### src/rtl/least_loaded_dispatcher_macros.svh
// ----------------------------------------------------------------------------
// Least-loaded dispatcher assertion macros
// Shared concurrent assertion forms, sampled on clk and disabled in reset.
// ----------------------------------------------------------------------------
`ifndef LEAST_LOADED_DISPATCHER_MACROS_SVH
`define LEAST_LOADED_DISPATCHER_MACROS_SVH

// A condition that holds at every clock edge out of reset.
`define LLD_CHECK(lbl, cond, msg) \
  lbl: assert property (@(posedge clk) disable iff (!rst_n) (cond)) else $error(msg);

// A condition that implies another one in the same cycle.
`define LLD_IMPLY(lbl, ante, cons, msg) \
  lbl: assert property (@(posedge clk) disable iff (!rst_n) (ante) |-> (cons)) else $error(msg);

// A condition that implies another one in the next cycle.
`define LLD_NEXT(lbl, ante, cons, msg) \
  lbl: assert property (@(posedge clk) disable iff (!rst_n) (ante) |=> (cons)) else $error(msg);

`endif

### src/rtl/lld_pkg.sv
// ----------------------------------------------------------------------------
// Least-loaded dispatcher package
// Codes and the request record passed from the front end to the back end.
// ----------------------------------------------------------------------------
`default_nettype none

package lld_pkg;

  localparam logic OP_ARRIVAL   = 1'b0;
  localparam logic OP_DEPARTURE = 1'b1;

  localparam logic [1:0] ST_OK       = 2'd0;
  localparam logic [1:0] ST_FULL     = 2'd1;
  localparam logic [1:0] ST_EMPTY    = 2'd2;
  localparam logic [1:0] ST_INACTIVE = 2'd3;

  typedef struct packed {
    logic        op;
    logic [15:0] job_time;
    logic [2:0]  agent;
    logic [3:0]  live;      // clamped number of active agents
    logic        inactive;  // departure names an agent that is not active
  } req_t;

endpackage

`default_nettype wire

### src/rtl/lld_front.sv
// ----------------------------------------------------------------------------
// Dispatcher front end
// Holds the active-agent register, unpacks requests and classifies them.
// ----------------------------------------------------------------------------
`default_nettype none

module lld_front #(
  parameter int AGENTS = 8
) (
  input  wire              clk,
  input  wire              rst_n,
  input  wire              cfg_wr_en,
  input  wire [3:0]        cfg_wr_data,
  input  wire              in_tvalid,
  output logic             in_tready,
  input  wire              in_tuser,
  input  wire [23:0]       in_tdata,
  input  wire              q_full,
  output logic             q_push,
  output lld_pkg::req_t    q_req
);
  import lld_pkg::*;

  localparam logic [3:0] KMAX = (AGENTS > 15) ? 4'd15 : 4'(AGENTS);

  logic [3:0] active_r;
  logic [3:0] live;

  always_ff @(posedge clk) begin
    if (!rst_n) begin
      active_r <= 4'd8;
    end else if (cfg_wr_en) begin
      active_r <= cfg_wr_data;
    end
  end

  // Zero behaves as one agent, anything above the build size as all agents.
  always_comb begin
    if (active_r == 4'd0) begin
      live = 4'd1;
    end else if (active_r > KMAX) begin
      live = KMAX;
    end else begin
      live = active_r;
    end
  end

  assign in_tready = !q_full;
  assign q_push    = in_tvalid && !q_full;

  always_comb begin
    q_req.op       = in_tuser;
    q_req.job_time = in_tdata[15:0];
    q_req.agent    = in_tdata[18:16];
    q_req.live     = live;
    q_req.inactive = (in_tuser == OP_DEPARTURE) && ({1'b0, in_tdata[18:16]} >= live);
  end

endmodule

`default_nettype wire

### config.mk
export PLATFORM = sky130hd
export DESIGN_NAME = lld_front
export DESIGN_NICKNAME = d
export VERILOG_FILES = /design/src/rtl/least_loaded_dispatcher_macros.svh /design/src/rtl/lld_pkg.sv /design/src/rtl/lld_front.sv
export SDC_FILE = /design/constraint.sdc
export NUM_CORES = 1
export LEC_CHECK = 0
export BUFFER_PORTS_ARGS = -buffer_cell sky130_fd_sc_hd__buf_2
export CORE_MARGIN = 2
export CORE_UTILIZATION = 28
export DETAILED_ROUTE_END_ITERATION = 8
export GPL_TIMING_DRIVEN = 0
export PLACE_DENSITY = 0.85
export REMOVE_ABC_BUFFERS = 1
export SYNTH_ARGS = -nofsm -noshare
export SYNTH_HDL_FRONTEND = slang
export SYNTH_SLANG_ARGS = --single-unit
### constraint.sdc
create_clock -name clk -period 1.55 [get_ports clk]
set_clock_uncertainty 0.1 [all_clocks]
set_input_delay 0.2325 -clock clk [delete_from_list [all_inputs] [get_ports clk]]
set_output_delay 0.2325 -clock clk [all_outputs]
set_load 0.05 [all_outputs]
### Word level (Yosys, flattened, before mapping)

Index checks and enable logic that the tools add are counted.

* register bits after elaboration: 4
* word-level logic and storage cells: 9
* output and inout port bits: 27

* mux-type cells: 2
* reduce and logical (&&, ||, !) cells: 4
* magnitude comparators: 2

Operator list (number)
* $mux W4: 2
* $ge A3 B4 Y1: 1
* $gt A4 B4 Y1 const B: 1
* $logic_not A4 Y1: 1
* $logic_and A1 B1 Y1: 2
* $logic_not A1 Y1: 1

### Longest topological paths before layout

* word-level depth: 5
* mapped depth: 7

### Least setup slack after synthesis

OpenSTA, ideal clock, no wires.

* path kind: register to output
* start point: register active_r[1]
* end point: output port q_req[0] in the netlist's numbering
* buffers on the path: 0
* cell stages (with the launch flop): 8
* path slack: -1.037 ns
* data arrival time: 2.254 ns
* data required time: 1.217 ns
* cell sequence: dfxtp_1 -> nor2_1 -> nor2_1 -> nor2_1 -> ha_1 -> nand2b_1 -> nand3_1 -> a21oi_1

RTL lines
* start, declared: line lld_front.sv:26 `logic [3:0] active_r;`
* start signal, assigned: line lld_front.sv:33 `active_r <= cfg_wr_data;`
* end, declared: line lld_front.sv:20 `output lld_pkg::req_t q_req`

==> reports/metrics.cfg <==
[clock_tree]
cts_sinks = 4
ctsHtreeMaxLevel = 1
cts_made_buffers = 3
hold_buffers = 0
root_buffer = clkbuf_4
cts_tree = built
clk_pin_slew_ns = 0.04
insertion_delay_ns = 0.23
cts_max_path_buffers = 2

[synth]
synth_async_sr_flop_share = 0
synth_xor_xnor_area_share = 0
ys_seq_area_frac = 0.192
ys.flop_type = dfxtp_1
synthAdderAreaFrac = 0.0898
ys_warn_count = 0
ys_ff_latch = 4
synth_cell_types = 13
ys_top_cells_by_area = buf_4 36%, dfxtp_1 19%, mux2i_1 9.6%
synth-simple-area-share = 0.168
synth_top_family_by_area = buffers and inverters
synth.largest_area_cell = buf_4
synthMuxAreaShare = 0.0958
syn-mean-instance-area_sq_um = 8.04
synth_most_common_cell = buf_4
synth-compound-area-share = 0.0240
synth_top_area_frac = 0.359
syn_inst = 52
syn_area_sq_um = 418
synth-edff-count = 0

[worst_setup_path]
r2r_slack_ns = 0.71
crit_fanout = 2
crit_chain = nor2_1 -> nor2_1 -> nor2_1 -> ha_1 -> nand2b_4 -> nand3_2 -> a21oi_2 -> buf_6
end_kind = output pin
crit_type = reg2out
crit_buf_inv = 1
worstRegToRegCells = 3
rr_endpoint = active_r[2]
critical-path-max-stage-delay_ns = 0.32
cp_data_arrival_time_ns = 1.47
r2r-start = active_r[2]
required_ns = 1.22
start_kind = flip-flop
cp_slowest_cell = dfxtp_2
cp_top_family = simple AND/OR/NAND/NOR gates
crit_top_cell = nor2_1
path_depth = 8
cp-endpoint = q_req[0]
crit_path_start = active_r[2]

[run]
maxCapViolCount = 0

[timing]
finalCriticalPeriod_ns = 1.80
drv_slew = 0
worst_pin_slew_ns = 0.252
fin_crit_sh = 1.16
timing.final.hold_violations = 0
relSlewSlack = 0.833
fin_ws_ns = -0.253
rsz0062_at_grt = yes
fmax_mhz = 555
tns_ns = -0.253
setup_viol = 1

[route]
drtPass1Iterations = 2
antenna_left = 0
routed_wl_um = 960
via_per_inst = 4.60
drc = 0
wl_per_cell_um = 13.2
vias = 336
drtIter0Drc = 1

[global_routing]
grt.total_usage = 0.103
grt_pass1_wl_um = 1310
gr-total-overflow = 0
grt_pass1_vias = 318
grt_start_max_net_pins = 7
antenna_found_initial = 0

[cells_and_area]
nets = 97
areaGrowthSynthToFinish_pct = 7.49
regMostFlops = active_r
drive_gt1_frac = 0.569
diodes = 0
largest_register_ffs = 4
fill_cells = 154
top_regs = active_r x4

[floorplan]
core_area_sq_um = 1350
die_h_um = 42.6
die_x_um = 42.6
die_area_sq_um = 1820
ioPinCount = 61
rows = 13
start_util = 0.310

[power_and_ir_drop]
p_total_uw = 361
ir_drop_mv = 0.329
p_leak_nw = 0.264
p_per_area_nw_per_um2 = 804

[worst_hold_path]
hold_class = in2reg
hp-start = rst_n

[placed_design]
io_buffers = 23
dpl.hpwl_um = 830
finalWeightedCongestion = 0.675

[outcome]
failed_checks = negative setup slack
status = complete, but fails checks

-- metrics by stage --
step	setup slack, ns	hold WS (ns)	cells	utilization	cell area, sq um
final	-0.253	0.0962	73	0.333	449
after global routing	-0.347	0.0977	73	0.333	449
after CTS	-0.294	0.0930	73	0.333	449
after detailed placement	-0.141	0.331	68	0.286	387
after global placement	-0.116	0.324	68	0.286	387
after floorplan	-1.18	0.194	30	-	253
-- logic make-up (layout without fill, tap and decap cells) --
logic type | after synthesis | count (layout)
adders and majority gates | 3 | 3
muxes | 4 | 4
and+or+nand+nor | 13 | 13
DFF | 4 | 4
AOI/OAI and AO/OA | 2 | 2
buffers and inverters | 26 | 32
-- report_power, final --
group / total (mW) / internal (mW) / switching, mW
Sequential: 0.114 / 0.110 / 0.00399
Clock: 0.128 / 0.0865 / 0.0413
Combinational: 0.119 / 0.0440 / 0.0749
-- what timing repair did --
action	4_1_cts	5_1_grt
pin swaps	6	4
gates resized for setup	7	0
buffers inserted	2	0
endpoints found under the setup margin	1	1
endpoints found under the hold margin	0	0
-- cell usage in the layout, fill, tap and decap left out, types with 2 or more instances in the layout --
cell type / count
buf_2: 22
buf_4: 2
clkbuf_4: 3
dfxtp_1: 2
dfxtp_2: 2
ha_1: 3
inv_1: 4
mux2i_1: 4
nand2b_1: 3
nor2_1: 3
nor2b_1: 4
-- worst min path at each step --
stage	depth (start not counted)	end	slack, ns
6_report	2	active_r[3]	0.1
5_1_grt	2	active_r[3]	0.1
4_1_cts	2	active_r[3]	0.09
3_5_place_dp	2	active_r[3]	0.33
3_3_place_gp	2	active_r[3]	0.32
2_1_floorplan	1	active_r[3]	0.19
-- layer usage --
metal	vias up	routed length [um]	track usage
met4	0	0	0.0375
met1	141	322	0.0716
met5	-	0	0.133
met2	40	388	0.136
li1	155	-	-
met3	0	250	0.151
-- area by class of cell --
| cell class | instances | area, sq um | share of cell area |
|---|---|---|---|
| clock buffers | 3 | 22.5 | 0.0501 |
| inverters | 4 | 15.0 | 0.0334 |
| multi-input cells | 22 | 174 | 0.387 |
| flip-flops and latches | 4 | 82.6 | 0.184 |
| well taps | 15 | 18.8 | 0.0418 |
| repair buffers | 25 | 136 | 0.304 |
(Power assumes the default switching activity.)
