[src/rtl/least_loaded_dispatcher_macros.svh]
// ----------------------------------------------------------------------------
// Least-loaded dispatcher assertion macros
// Shared concurrent assertion forms, sampled on clk and disabled in reset.
// ----------------------------------------------------------------------------
`ifndef LEAST_LOADED_DISPATCHER_MACROS_SVH
`define LEAST_LOADED_DISPATCHER_MACROS_SVH

// A condition that holds at every clock edge out of reset.
`define LLD_CHECK(lbl, cond, msg) \
  lbl: assert property (@(posedge clk) disable iff (!rst_n) (cond)) else $error(msg);

// A condition that implies another one in the same cycle.
`define LLD_IMPLY(lbl, ante, cons, msg) \
  lbl: assert property (@(posedge clk) disable iff (!rst_n) (ante) |-> (cons)) else $error(msg);

// A condition that implies another one in the next cycle.
`define LLD_NEXT(lbl, ante, cons, msg) \
  lbl: assert property (@(posedge clk) disable iff (!rst_n) (ante) |=> (cons)) else $error(msg);

`endif

[src/rtl/lld_pkg.sv]
// ----------------------------------------------------------------------------
// Least-loaded dispatcher package
// Codes and the request record passed from the front end to the back end.
// ----------------------------------------------------------------------------
`default_nettype none

package lld_pkg;

  localparam logic OP_ARRIVAL   = 1'b0;
  localparam logic OP_DEPARTURE = 1'b1;

  localparam logic [1:0] ST_OK       = 2'd0;
  localparam logic [1:0] ST_FULL     = 2'd1;
  localparam logic [1:0] ST_EMPTY    = 2'd2;
  localparam logic [1:0] ST_INACTIVE = 2'd3;

  typedef struct packed {
    logic        op;
    logic [15:0] job_time;
    logic [2:0]  agent;
    logic [3:0]  live;      // clamped number of active agents
    logic        inactive;  // departure names an agent that is not active
  } req_t;

endpackage

`default_nettype wire

[src/rtl/lld_fifo.sv]
// ----------------------------------------------------------------------------
// Dispatcher request queue
// Two-entry queue that decouples the front end from the back end.
// ----------------------------------------------------------------------------
`default_nettype none

module lld_fifo (
  input  wire              clk,
  input  wire              rst_n,
  input  wire              push,
  input  lld_pkg::req_t    push_req,
  input  wire              pop,
  output logic             full,
  output logic             valid,
  output lld_pkg::req_t    head_req
);
  import lld_pkg::*;

  req_t       slot_r [0:1];
  logic       wr_ptr_r;
  logic       rd_ptr_r;
  logic [1:0] count_r;

  always_ff @(posedge clk) begin
    if (!rst_n) begin
      wr_ptr_r <= 1'b0;
      rd_ptr_r <= 1'b0;
      count_r  <= 2'd0;
    end else begin
      if (push) begin
        wr_ptr_r <= !wr_ptr_r;
      end
      if (pop) begin
        rd_ptr_r <= !rd_ptr_r;
      end
      count_r <= count_r + {1'b0, push} - {1'b0, pop};
    end
  end

  always_ff @(posedge clk) begin
    if (push) begin
      slot_r[wr_ptr_r] <= push_req;
    end
  end

  assign full     = (count_r == 2'd2);
  assign valid    = (count_r != 2'd0);
  assign head_req = slot_r[rd_ptr_r];

endmodule

`default_nettype wire

[config.mk]
export PLATFORM = sky130hd
export DESIGN_NAME = lld_fifo
export DESIGN_NICKNAME = d
export VERILOG_FILES = /design/src/rtl/least_loaded_dispatcher_macros.svh /design/src/rtl/lld_pkg.sv /design/src/rtl/lld_fifo.sv
export SDC_FILE = /design/constraint.sdc
export NUM_CORES = 1
export LEC_CHECK = 0
export ABC_AREA = 1
export BUFFER_PORTS_ARGS = -buffer_cell sky130_fd_sc_hd__buf_2
export CELL_PAD_IN_SITES_DETAIL_PLACEMENT = 2
export CELL_PAD_IN_SITES_GLOBAL_PLACEMENT = 2
export CORE_ASPECT_RATIO = 1.5
export CORE_MARGIN = 1
export CORE_UTILIZATION = 37
export CTS_CLUSTER_SIZE = 20
export DETAILED_ROUTE_END_ITERATION = 10
export PLACE_DENSITY_LB_ADDON = 0.1
export SLEW_MARGIN = 20
export SYNTH_ARGS = -nofsm -noshare
export SYNTH_HDL_FRONTEND = slang
export SYNTH_SLANG_ARGS = --single-unit
export TNS_END_PERCENT = 100
[constraint.sdc]
create_clock -name clk -period 2.6 [get_ports clk]
set_input_delay 0.13 -clock clk [delete_from_list [all_inputs] [get_ports clk]]
set_output_delay 0.13 -clock clk [all_outputs]
set_load 0.03 [all_outputs]
; ---- Yosys cells after proc, flatten, opt, wreduce, memory -nomap -nowiden
; Memories as Yosys holds them, arrays and structs flattened. A register that Yosys moved wholly into a read port is not among the register bits.
; Index checks and enable logic that the tools add are counted.
[op_classes]
addsub = 2
eq_ne = 1
mux = 4
n_reduce_logical = 3
[ops]
columns = cell, count
row1 = 2-to-1 mux 1 bit, 4
row2 = adder 2 x 1 -> 2 bit, 1
row3 = equality test 2 bit (second input constant), 1
row4 = zero test 1 bit, 2
row5 = nonzero test 2 bit, 1
row6 = subtractor 2 x 1 -> 2 bit, 1
[word_totals]
regBits = 4
mem_bits_rw = 50
input_bits = 29
word_cells = 14
mem_count = 1
[mem_list]
columns = name, depth, word_bits, rd, rd_ports_with_merged_regs, write_ports, line_no
row1 = slot_r, 2, 25, 1, 1, 1, lld_fifo.sv:19  ; req_t slot_r [0:1];

; ---- Logic depth before layout (Yosys ltp)
; Gate-level depths: netlist of the first run.
[depth]
depth_word = 3
mapped_depth = 7
mapped_depth_nobuf = 7

; ---- Worst setup path after synthesis of the first run
; OpenSTA, ideal clock, no wires.
[synth_path]
kind = reg-to-reg
from = register wr_ptr_r
to = memory slot_r[0][0] (netlist name), enable pin
setup_ps = 407
t_arrival_ps = 1388
setup_slack_ps = 804
stages_incl_launch_ff = 2
period_less_slack_ps = 1796
path_cell_list = dfxtp_1 > nor2_1
[synth_rtl]
columns = element, line_no
row1 = from (decl), lld_fifo.sv:20  ; logic wr_ptr_r;
row2 = from (signal assigned), lld_fifo.sv:31  ; wr_ptr_r <= !wr_ptr_r;
row3 = to (decl), lld_fifo.sv:19
; No word-level cell before the write port.

==> metrics.md, run 1 <==
| Metric | Value |
|---|---|
| Mean routed wirelength per cell | between 15 and 20 um |
| GRT overflow | 0 |
| Setup violators final | 0 |
| Final worst-path cycle share | between 70 and 80% |
| FP Rows | 33 |
| Area Overhead vs Synth | 19.6% |
| Detailed Route Iter0 Violations | 29 |
| Core area | 5490 um2 |
| CP top delay family | flip-flops |
| Critical path launch point type | flop |
| Final Hold Viols | 0 |
| DP Area | 2470 um2 |
| Detailed placement HPWL | 2860 um |
| Routability cong. | just over 0.6 |
| Full die area | 6080 um2 |
| Max Cap Violations | 0 |
| CTS Sinks | between 50 and 60 |
| Syn_area_per_cell | just under 20 um2 |
| Die H | 95.0 um |
| Worst-path clk slew | 0.09 ns |
| Register area share after synthesis | 75.0% |
| Final std cells w/o fill | 244 |
| Post-CTS Hold Fix Bufs | 0 |
| Final Critical Period | 1.89 ns |
| Initial Util | 38.9% |
| Routed via count | 1111 |
| Synth cell types | 12 |
| Finished Cell Area | 2550 um2 |
| Clock buffer count from CTS | 5 |
| TritonCTS clock tree | built |
| First-pass GRT wire length | 5940 um |
| Io pins | 56 |
| Synth warn | 0 |
| Bufs and invs on worst path | 1 |
| WS Path Type | reg -> out |
| Final max-slew violation count | 0 |
| Total track usage | between 10% and 20% |
| Skew-Pair Late Insertion Delay | 0.29 ns |
| Post_cts resized | 0 |
| Worst-Margin Slew | around 0.81 ns |
| Synthesized flop and latch total | 55 |
| Critical Path AT | 1.76 ns |
| Vias in the first global route | 1210 |
| Critical path's slowest cell | dfxtp_2 |
| Port bufs | 55 |
| Worst Skew | ~0.0035 ns |
| Worst Path Max Fanout | 25 |
| Nets | 204 |
| CTS Buffer Depth | 2 |
| Die Span X | 64.0 um |
| Mapped Area | 2130 um2 |
| ANT nets after route | 0 |
| Critical path required time | 2.47 ns |
| RSZ-0062 raised after global routing | false |
| Antenna violations before repair | 0 |
| Pin count of the biggest net entering global routing | 26 |
| DR vias/cell | ~4.6 |
| Worst hold path class | in -> reg |
| Setup TNS | 0 ns |
| FMAX | 529 MHz |
| Placed insts | 236 |
| Post-CTS Setup Bufs | 0 |
| Delay of the slowest cell on the worst path | 0.87 ns |
| Peak VDD IR | between 0.0002 and 0.0003 V |
| Cells along the critical path | mux2_2, buf_2 |
| Cell Pwr Density | ~690 nW/um2 |
| Final WL | 3770 um |
| Clk root buf | clkbuf_8 |
| Fill cell count | 527 |
| Status | finished clean |
| Mapped Cells | between 100 and 150 |
| Drt drc | 0 |
| Worst Setup End Kind | output port |
| Lkg Pwr | roughly 1.1 nW |
| Hold_ws | 0.0163 ns |
| Rel. slew slack | 46.0% |
| H-tree depth | 2 |
| Detailed Routing Iterations Pass 1 | 3 |
| Ant diodes | 0 |
| Layout cells sized above 1 | 52.3% |
| Synth Net Count | 142 |
==> flip-flops by register name, indices dropped and copies added, names as in the netlist, named ones only <==
signal    flops
count_r       2
wr_ptr_r      1
slot_r       50
rd_ptr_r      1
==> synth_stat cells <==
library cell / n / area (um2)
edfxtp_1: 50 / 1500
mux2_4: 20 / 300
nand2_1: 9 / 33.8
nor2_1: 8 / 30.0
inv_1: 7 / 26.3
dfxtp_1: 5 / 100
mux2_2: 5 / 56.3
buf_12: 2 / 40.0
ha_1: 2 / 25.0
a21oi_1: 1 / 5.00
buf_6: 1 / 11.3
nand3_1: 1 / 5.00
==> layer usage <==
layer | vias to the layer above | routed length [um] | global-route usage, %
met1 | 544 | 1350 | 13.8
met3 | 5 | 211 | 3.59
met5 | - | 0 | 0
li1 | 527 | - | -
met4 | 0 | 74 | 6.25
met2 | 35 | 2140 | 25.7
==> placed cells by master, fill, tap and decap left out, drive strengths merged <==
master | synthesis | routed
inv | 7 | 7
mux2 | 25 | 25
nand2 | 9 | 9
a21oi | 1 | 1
buf | 3 | 58
nor2 | 8 | 8
clkinv | 0 | 1
nand3 | 1 | 1
edfxtp | 50 | 50
dfxtp | 5 | 5
clkbuf | 0 | 7
ha | 2 | 2
==> kinds of logic after synthesis <==
family | share of synthesized area (%)
compound gates | 0.234
mux | 16.7
buf+inv | 3.63
flops | 75.0
fa+ha+maj | 1.17
simple gates | 3.22
==> through the flow <==
step / total power, mW / worst slack [ns] / utilization (%)
CTS: 1.78 / 0.661 / 46.5
detailed placement: 1.35 / 1.00 / 45.0
global route: 1.82 / 0.614 / 46.5
finish: 1.75 / 0.708 / 46.5
floorplan: 1.26 / 0.804 / -
global placement: 1.33 / 1.04 / 45.0
==> area by class of cell <==
| class | count | area (um2) | area share [%] |
|---|---|---|---|
| clock buffer | 7 | 76.3 | 2.99 |
| sequential | 55 | 1600 | 62.8 |
| clock inverter | 1 | 5.00 | 0.196 |
| timing repair buffer | 58 | 298 | 11.7 |
| tap | 70 | 87.6 | 3.43 |
| multi-input combinational | 46 | 458 | 17.9 |
| inverter | 7 | 26.3 | 1.03 |
==> path summary, 6_finish.rpt <==
| check | from | slack (ns) | cells after the start | to |
|---|---|---|---|---|
| max | flop | 0.71 | 2 | head_req[3] |
| min | push_req[24] | 0.02 | 1 | slot_r[1][24] |
| max reg2reg | wr_ptr_r | 1.21 | 3 | slot_r[1][13] |
| min reg2reg | rd_ptr_r | 0.51 | 2 | rd_ptr_r |
==> where the power goes <==
| part | leakage (nW) | switching (mW) | internal [mW] |
|---|---|---|---|
| combinational | 0.500 | 0.160 | 0.110 |
| sequential | 0.511 | 0.0303 | 1.02 |
| clock | 0.0422 | 0.243 | 0.189 |
| total | 1.05 | 0.433 | 1.32 |
(Power assumes the default switching activity.)
==> run 2: changes to the inputs <==
--- a/config.mk
+++ b/config.mk
@@ -5,13 +5,13 @@
 export SDC_FILE = /design/constraint.sdc
 export NUM_CORES = 1
 export LEC_CHECK = 0
-export ABC_AREA = 1
+export ABC_AREA = 0
 export BUFFER_PORTS_ARGS = -buffer_cell sky130_fd_sc_hd__buf_2
 export CELL_PAD_IN_SITES_DETAIL_PLACEMENT = 2
 export CELL_PAD_IN_SITES_GLOBAL_PLACEMENT = 2
 export CORE_ASPECT_RATIO = 1.5
 export CORE_MARGIN = 1
-export CORE_UTILIZATION = 37
+export CORE_UTILIZATION = 38
 export CTS_CLUSTER_SIZE = 20
 export DETAILED_ROUTE_END_ITERATION = 10
 export PLACE_DENSITY_LB_ADDON = 0.1
==> constraint.sdc (replaced) <==
create_clock -name clk -period 1.8 [get_ports clk]
set_input_delay 0.09 -clock clk [delete_from_list [all_inputs] [get_ports clk]]
set_output_delay 0.09 -clock clk [all_outputs]
set_load 0.03 [all_outputs]
==> metrics.md, run 2 <==
| Metric | Value |
|---|---|
| H-tree depth | 2 |
| Initial Util | 39.2% |
| Final max-slew violation count | 0 |
| Delay of the slowest cell on the worst path | 0.37 ns |
| Top cells by area in the synthesized netlist | edfxtp_1 70%, mux2_4 14%, dfxtp_1 4.7% |
| Area Overhead vs Synth | 33.0% |
| Register area share after synthesis | 74.9% |
| Cell Int Power | 2.00 mW |
| Top-count cell post-synth | edfxtp_1 |
| Placement Setup Slack | 0.382 ns |
| Max reg flops | 50 |
| FF/Latch Area | 1600 um2 |
| FP Rows | 33 |
| DR vias/cell | 4.58 |
| Antenna violations before repair | 0 |
| Most common library cell in the layout ignoring fill and taps | buf_2 |
| Mapped Cells | 99 |
| Top cells by count, synth | 50 x edfxtp_1, 20 x mux2_4, 5 x dfxtp_1, 5 x mux2_2 |
| Max Cap Violations | 0 |
| Clock power frac | 23.6% |
| Final WL | 3980 um |
| Io pins | 56 |
| ANT nets after route | 0 |
| TritonCTS clock tree | built |
| Synth async-reset ratio | 0% |
| Core area | between 5000 and 6000 um2 |
| FMAX | roughly 660 MHz |
| Vias in the first global route | between 1000 and 1500 |
| R2R Setup Slk | 0.40 ns |
| Worst-path clk slew | 0.08 ns |
| Mapped Area | 2140 um2 |
| WS Path Type | reg -> out |
| Yosys top cell by area | edfxtp_1 |
| Synth Net Count | 130 |
| CP top delay family | buffers and inverters |
| Drt drc | 0 |
| Post-CTS Setup Bufs | 0 |
| Detailed Route Iter0 Violations | 18 |
| Detailed placement HPWL | 2800 um |
| Fill cell count | approximately 530 |
| Cell Pwr Density | 936 nW/um2 |
| Worst-Margin Slew | just over 0.5 ns |
| Clk root buf | clkbuf_8 |
| CTS Sinks | 55 |
| Number of flops mapped to enable cells by yosys | 50 |
| Die H | 93.8 um |
| Post-synth top area share | 70.3% |
| Synth warn | 0 |
| Setup violators final | 0 |
| Sw frac | between 20% and 30% |
| Commonest cells after routing, fill and taps aside | 55 x buf_2, 50 x edfxtp_1, 25 x dlygate4sd3_1 |
| Peak VDD IR | 0.000516 V |
| Critical path's slowest cell | mux2_2 |
| First-pass GRT wire length | just over 6000 um |
| Layout cells sized above 1 | 48.7% |
| CP Capture Point | head_req[2] |
| Slack of the critical path | between 0.2 and 0.3 ns |
| Cells along the critical path | buf_12, mux2_2, buf_2 |
| Sequential power share | 56.4% |
| Worst Setup End Kind | output port |
| Detailed Routing Iterations Pass 1 | 2 |
| Final Hold Viols | 0 |
| Routed via count | 1177 |
| Synth cell types | 14 |
| Critical Path AT | 1.42 ns |
| Mean routed wirelength per cell | 15.5 um |
| CTS Buffer Depth | 2 |
| Bufs and invs on worst path | 2 |
| Routability cong. | 0.598 |
| Full die area | 5930 um2 |
| Port bufs | 55 |
| Synthesized flop and latch total | 55 |
| Setup TNS | 0 ns |
| Area of the multi-input gates | 479 um2 |
| Biggest regs | slot_r (50), count_r (2) |
| Final Critical Period | approximately 1.5 ns |
| Total track usage | 14.8% |
| Largest register by flop count | slot_r |
| Worst Skew | 0.00703 ns |
| Stages on the worst setup path | 3 |
| Syn_area_per_cell | around 22 um2 |
| RR Endpoint | count_r[1] |
| Skew-Pair Late Insertion Delay | 0.30 ns |
| Nets | 217 |
| Clock buffer count from CTS | 5 |
| Crit Reg-Reg Startpoint | count_r[0] |
| Worst hold path class | in -> reg |
| Worst Path Max Fanout | 25 |
| Lkg Pwr | 1.14 nW |
| RSZ-0062 raised after global routing | false |
| Gate power share | 20.0% |
| Synth Flop Type | edfxtp_1 |
| Final worst-path cycle share | ~84% |
| R2R cell count | 6 |
| Rel. slew slack | about two thirds |
| P_sw | ~0.66 mW |
| Pin count of the biggest net entering global routing | 26 |
| Status | finished clean |
| Ant diodes | 0 |
| Die Span X | between 60 and 70 um |
| Critical path required time | around 1.7 ns |
| GRT overflow | 0 |
| Critical path launch point type | flop |
run 2: final cells by class:
cell class / count / area share [%]
multi-input cells: 39 / 16.9
well taps: 70 / 3.08
flip-flops and latches: 55 / 56.4
inverters: 2 / 0.264
clock buffers: 8 / 2.82
repair buffers: 83 / 20.6
run 2: through the flow:
step	utilization (%)	power, mW	hold slack [ns]	area [um2]	instances
floorplan	-	1.89	0.189	2140	99
global placement	46.1	2.01	0.277	2510	224
detailed placement	46.1	2.04	0.283	2510	224
CTS	52.2	2.71	0.0504	2840	257
global route	52.2	2.78	0.0466	2840	257
finish	52.2	2.66	0.0551	2840	257
run 2: layer usage:
metal	share of wire, %	global-route usage, %	vias to the layer above
met2	60	29.7	41
li1	-	-	548
met4	1.8	6.82	0
met1	34	14.0	582
met5	0	0	-
met3	4.1	3.03	6
run 2: power by group through the flow:
stage | logic (mW) | registers [mW] | clock network (mW)
after floorplan | 0.370 | 1.52 | 0
after CTS | 0.545 | 1.50 | 0.659
final | 0.533 | 1.50 | 0.627
after detailed placement | 0.503 | 1.53 | 0
after global routing | 0.568 | 1.51 | 0.706
after global placement | 0.485 | 1.52 | 0
run 2: logic make-up after synthesis:
kind of cell | share of synthesized area [%]
xor+xnor | 1.46
flops | 74.9
buf+inv | 2.75
fa+ha+maj | 1.17
simple gates | 2.63
compound gates | 0.351
mux | 16.7
run 2: worst reg2reg max path, stage by stage (launching register included):
cell     delay, ns
dfxtp_1       0.35
inv_1         0.05
ha_1          0.26
inv_1         0.06
ha_1          0.14
xnor3_1       0.37
nor2b_1       0.12
run 2: worst min path at each step:
stage	from	to	slack, ns	cells past startpoint
final	rst_n	rd_ptr_r	0.06	2
after global routing	rst_n	rd_ptr_r	0.05	2
after CTS	rst_n	rd_ptr_r	0.05	2
after detailed placement	push_req[7]	slot_r[0][7]	0.28	1
after global placement	push_req[13]	slot_r[1][13]	0.28	1
after floorplan	push_req[0]	slot_r[0][0]	0.19	0
run 2: what timing repair did:
action / in CTS / in global routing
hold buffers: 25 / 0
endpoints found under the hold margin: 50 / 0
resized for setup: 0 / 0
==> run 3: changes to the inputs <==
==> constraint.sdc (replaced) <==
create_clock -name clk -period 1.45 [get_ports clk]
set_input_delay 0.0725 -clock clk [delete_from_list [all_inputs] [get_ports clk]]
set_output_delay 0.0725 -clock clk [all_outputs]
set_load 0.03 [all_outputs]
==> metrics.md, run 3 (synthesized netlist as in run 2, its figures left out) <==
| Metric | Value |
|---|---|
| Vias in the first global route | 1335 |
| R2R cell count | 6 |
| Initial Util | 39.2% |
| Detailed placement HPWL | between 2000 and 3000 um |
| Bufs and invs on worst path | 2 |
| Critical Path AT | 1.36 ns |
| Final std cells w/o fill | between 200 and 300 |
| Placed insts | 227 |
| Worst Setup End Kind | output port |
| Port bufs | 55 |
| Finished Cell Area | 2870 um2 |
| RR Endpoint | count_r[1] |
| Critical path launch point type | flop |
| Detailed Routing Iterations Pass 1 | 2 |
| H-tree depth | 2 |
| Delay of the slowest cell on the worst path | 0.36 ns |
| Pin count of the biggest net entering global routing | 20 |
| Fill cell count | 522 |
| Biggest regs | slot_r (50), count_r (2) |
| CTS Buffer Depth | 2 |
| Clock buffer count from CTS | 5 |
| DR vias/cell | roughly 4.5 |
| FMAX | 696 MHz |
| Ant diodes | 0 |
| Total track usage | between 10% and 20% |
| Worst-Margin Slew | 0.259 ns |
| WS Path Type | reg -> out |
| Layout cells sized above 1 | 51.1% |
| Routed via count | 1180 |
| Crit Reg-Reg Startpoint | count_r[0] |
| Critical path's slowest cell | dfxtp_2 |
| CTS Sinks | 55 |
| Full die area | 5930 um2 |
| Final WL | 3920 um |
| DP Area | around 2500 um2 |
| Worst-path clk slew | approximately 0.090 ns |
| Rel. slew slack | slightly above 80% |
| Cell Pwr Density | roughly 1200 nW/um2 |
| Max Cap Violations | 0 |
| CP top delay family | buffers and inverters |
| Die Span X | around 63 um |
| R2R Setup Slk | 0.21 ns |
| Status | finished clean |
| Peak VDD IR | 0.000664 V |
| Nets | 220 |
| Final Critical Period | 1.44 ns |
| Worst hold path class | in -> reg |
| Mean routed wirelength per cell | around 15 um |
| Final worst-path cycle share | roughly 100% |
| RSZ-0062 raised after global routing | true |
| Worst Path Max Fanout | 19 |
| Drt drc | 0 |
| ANT nets after route | 0 |
| TritonCTS clock tree | built |
| Skew-Pair Late Insertion Delay | 0.30 ns |
| Cells along the critical path | buf_12, mux2_4, buf_2 |
| CP Capture Point | head_req[10] |
| Largest register by flop count | slot_r |
| Setup violators final | 0 |
| Commonest cells after routing, fill and taps aside | 52 x buf_2, 50 x edfxtp_1, 25 x dlygate4sd3_1 |
| Die H | 93.8 um |
| Detailed Route Iter0 Violations | 26 |
| Worst Skew | 0.00431 ns |
| Core area | 5450 um2 |
| Critical path required time | 1.38 ns |
| Max reg flops | 50 |
| Antenna violations before repair | 0 |
| Io pins | 56 |
| Lkg Pwr | 1.16 nW |
| Routability cong. | 0.599 |
| GRT overflow | 0 |
| FP Rows | 33 |
| Stages on the worst setup path | 3 |
| Most common library cell in the layout ignoring fill and taps | buf_2 |
| Final max-slew violation count | 0 |
| Clk root buf | clkbuf_8 |
| Final Hold Viols | 0 |
| First-pass GRT wire length | 6330 um |
| Area Overhead vs Synth | 34.3% |
==> run 3: cell types whose count changed in the layout (fill, tap and decap cells not counted), sizes merged <==
cell      delta
clkinv       +1
clkinvlp     +1
buf          +3
clkbuf       -2
==> run 3: where the power goes <==
group	switching (mW)	internal (mW)	total (mW)	leakage, nW
logic	0.359	0.319	0.678	0.604
registers	0.0337	1.83	1.86	0.511
clock network	0.477	0.339	0.816	0.0412
==> run 3: final cells by class <==
type / count / area, um2 / area share, %
sequential: 55 / 1600 / 55.9
inverter: 2 / 7.51 / 0.262
clock inverter: 2 / 12.5 / 0.436
tap: 70 / 87.6 / 3.05
clock buffer: 6 / 72.6 / 2.53
timing repair buffer: 86 / 602 / 21.0
multi-input combinational: 39 / 483 / 16.8
==> run 3: how the worst min path moves through the flow <==
stage	endpoint	slack, ns	cells past startpoint	start
2_1_floorplan	slot_r[0][0]	0.17	0	push_req[0]
6_report	wr_ptr_r	0.03	2	rst_n
3_3_place_gp	slot_r[1][5]	0.26	1	push_req[5]
4_1_cts	wr_ptr_r	0.03	2	rst_n
3_5_place_dp	slot_r[0][20]	0.27	1	push_req[20]
5_1_grt	wr_ptr_r	0.03	2	rst_n
==> run 3: metrics by stage <==
step	total power, mW	util, %	setup TNS (ns)	hold slack (ns)	setup slack, ns
after floorplan	2.35	-	0	0.171	0.0449
after global placement	2.49	46.1	0	0.261	0.130
after detailed placement	2.52	46.1	0	0.266	0.00532
after CTS	3.39	52.4	0	0.0272	0.000240
after global routing	3.50	52.6	-0.539	0.0265	-0.0387
final	3.36	52.6	0	0.0320	0.0136
==> run 3: routing by layer <==
metal	share of wire (%)	up-vias	wire length [um]	global-route usage [%]
li1	-	551	-	-
met1	39	586	1530	15.5
met2	55	39	2170	27.4
met3	3.6	4	142	2.79
met4	1.8	0	70	6.25
met5	0	-	0	0
==> run 3: what timing repair did <==
item	CTS	global route
pin swaps	0	1
buffers inserted	0	0
endpoints found under the setup margin	4	24
endpoints found under the hold margin	50	0
hold buffers	25	0
resized for setup	5	3
==> run 3: worst reg2reg max path, delay by kind of cell (launching register included) <==
kind	cells	cell delay, ns
buf+inv	2	0.12
xor+xnor	1	0.21
fa+ha+maj	2	0.41
flops	1	0.35
simple gates	1	0.10
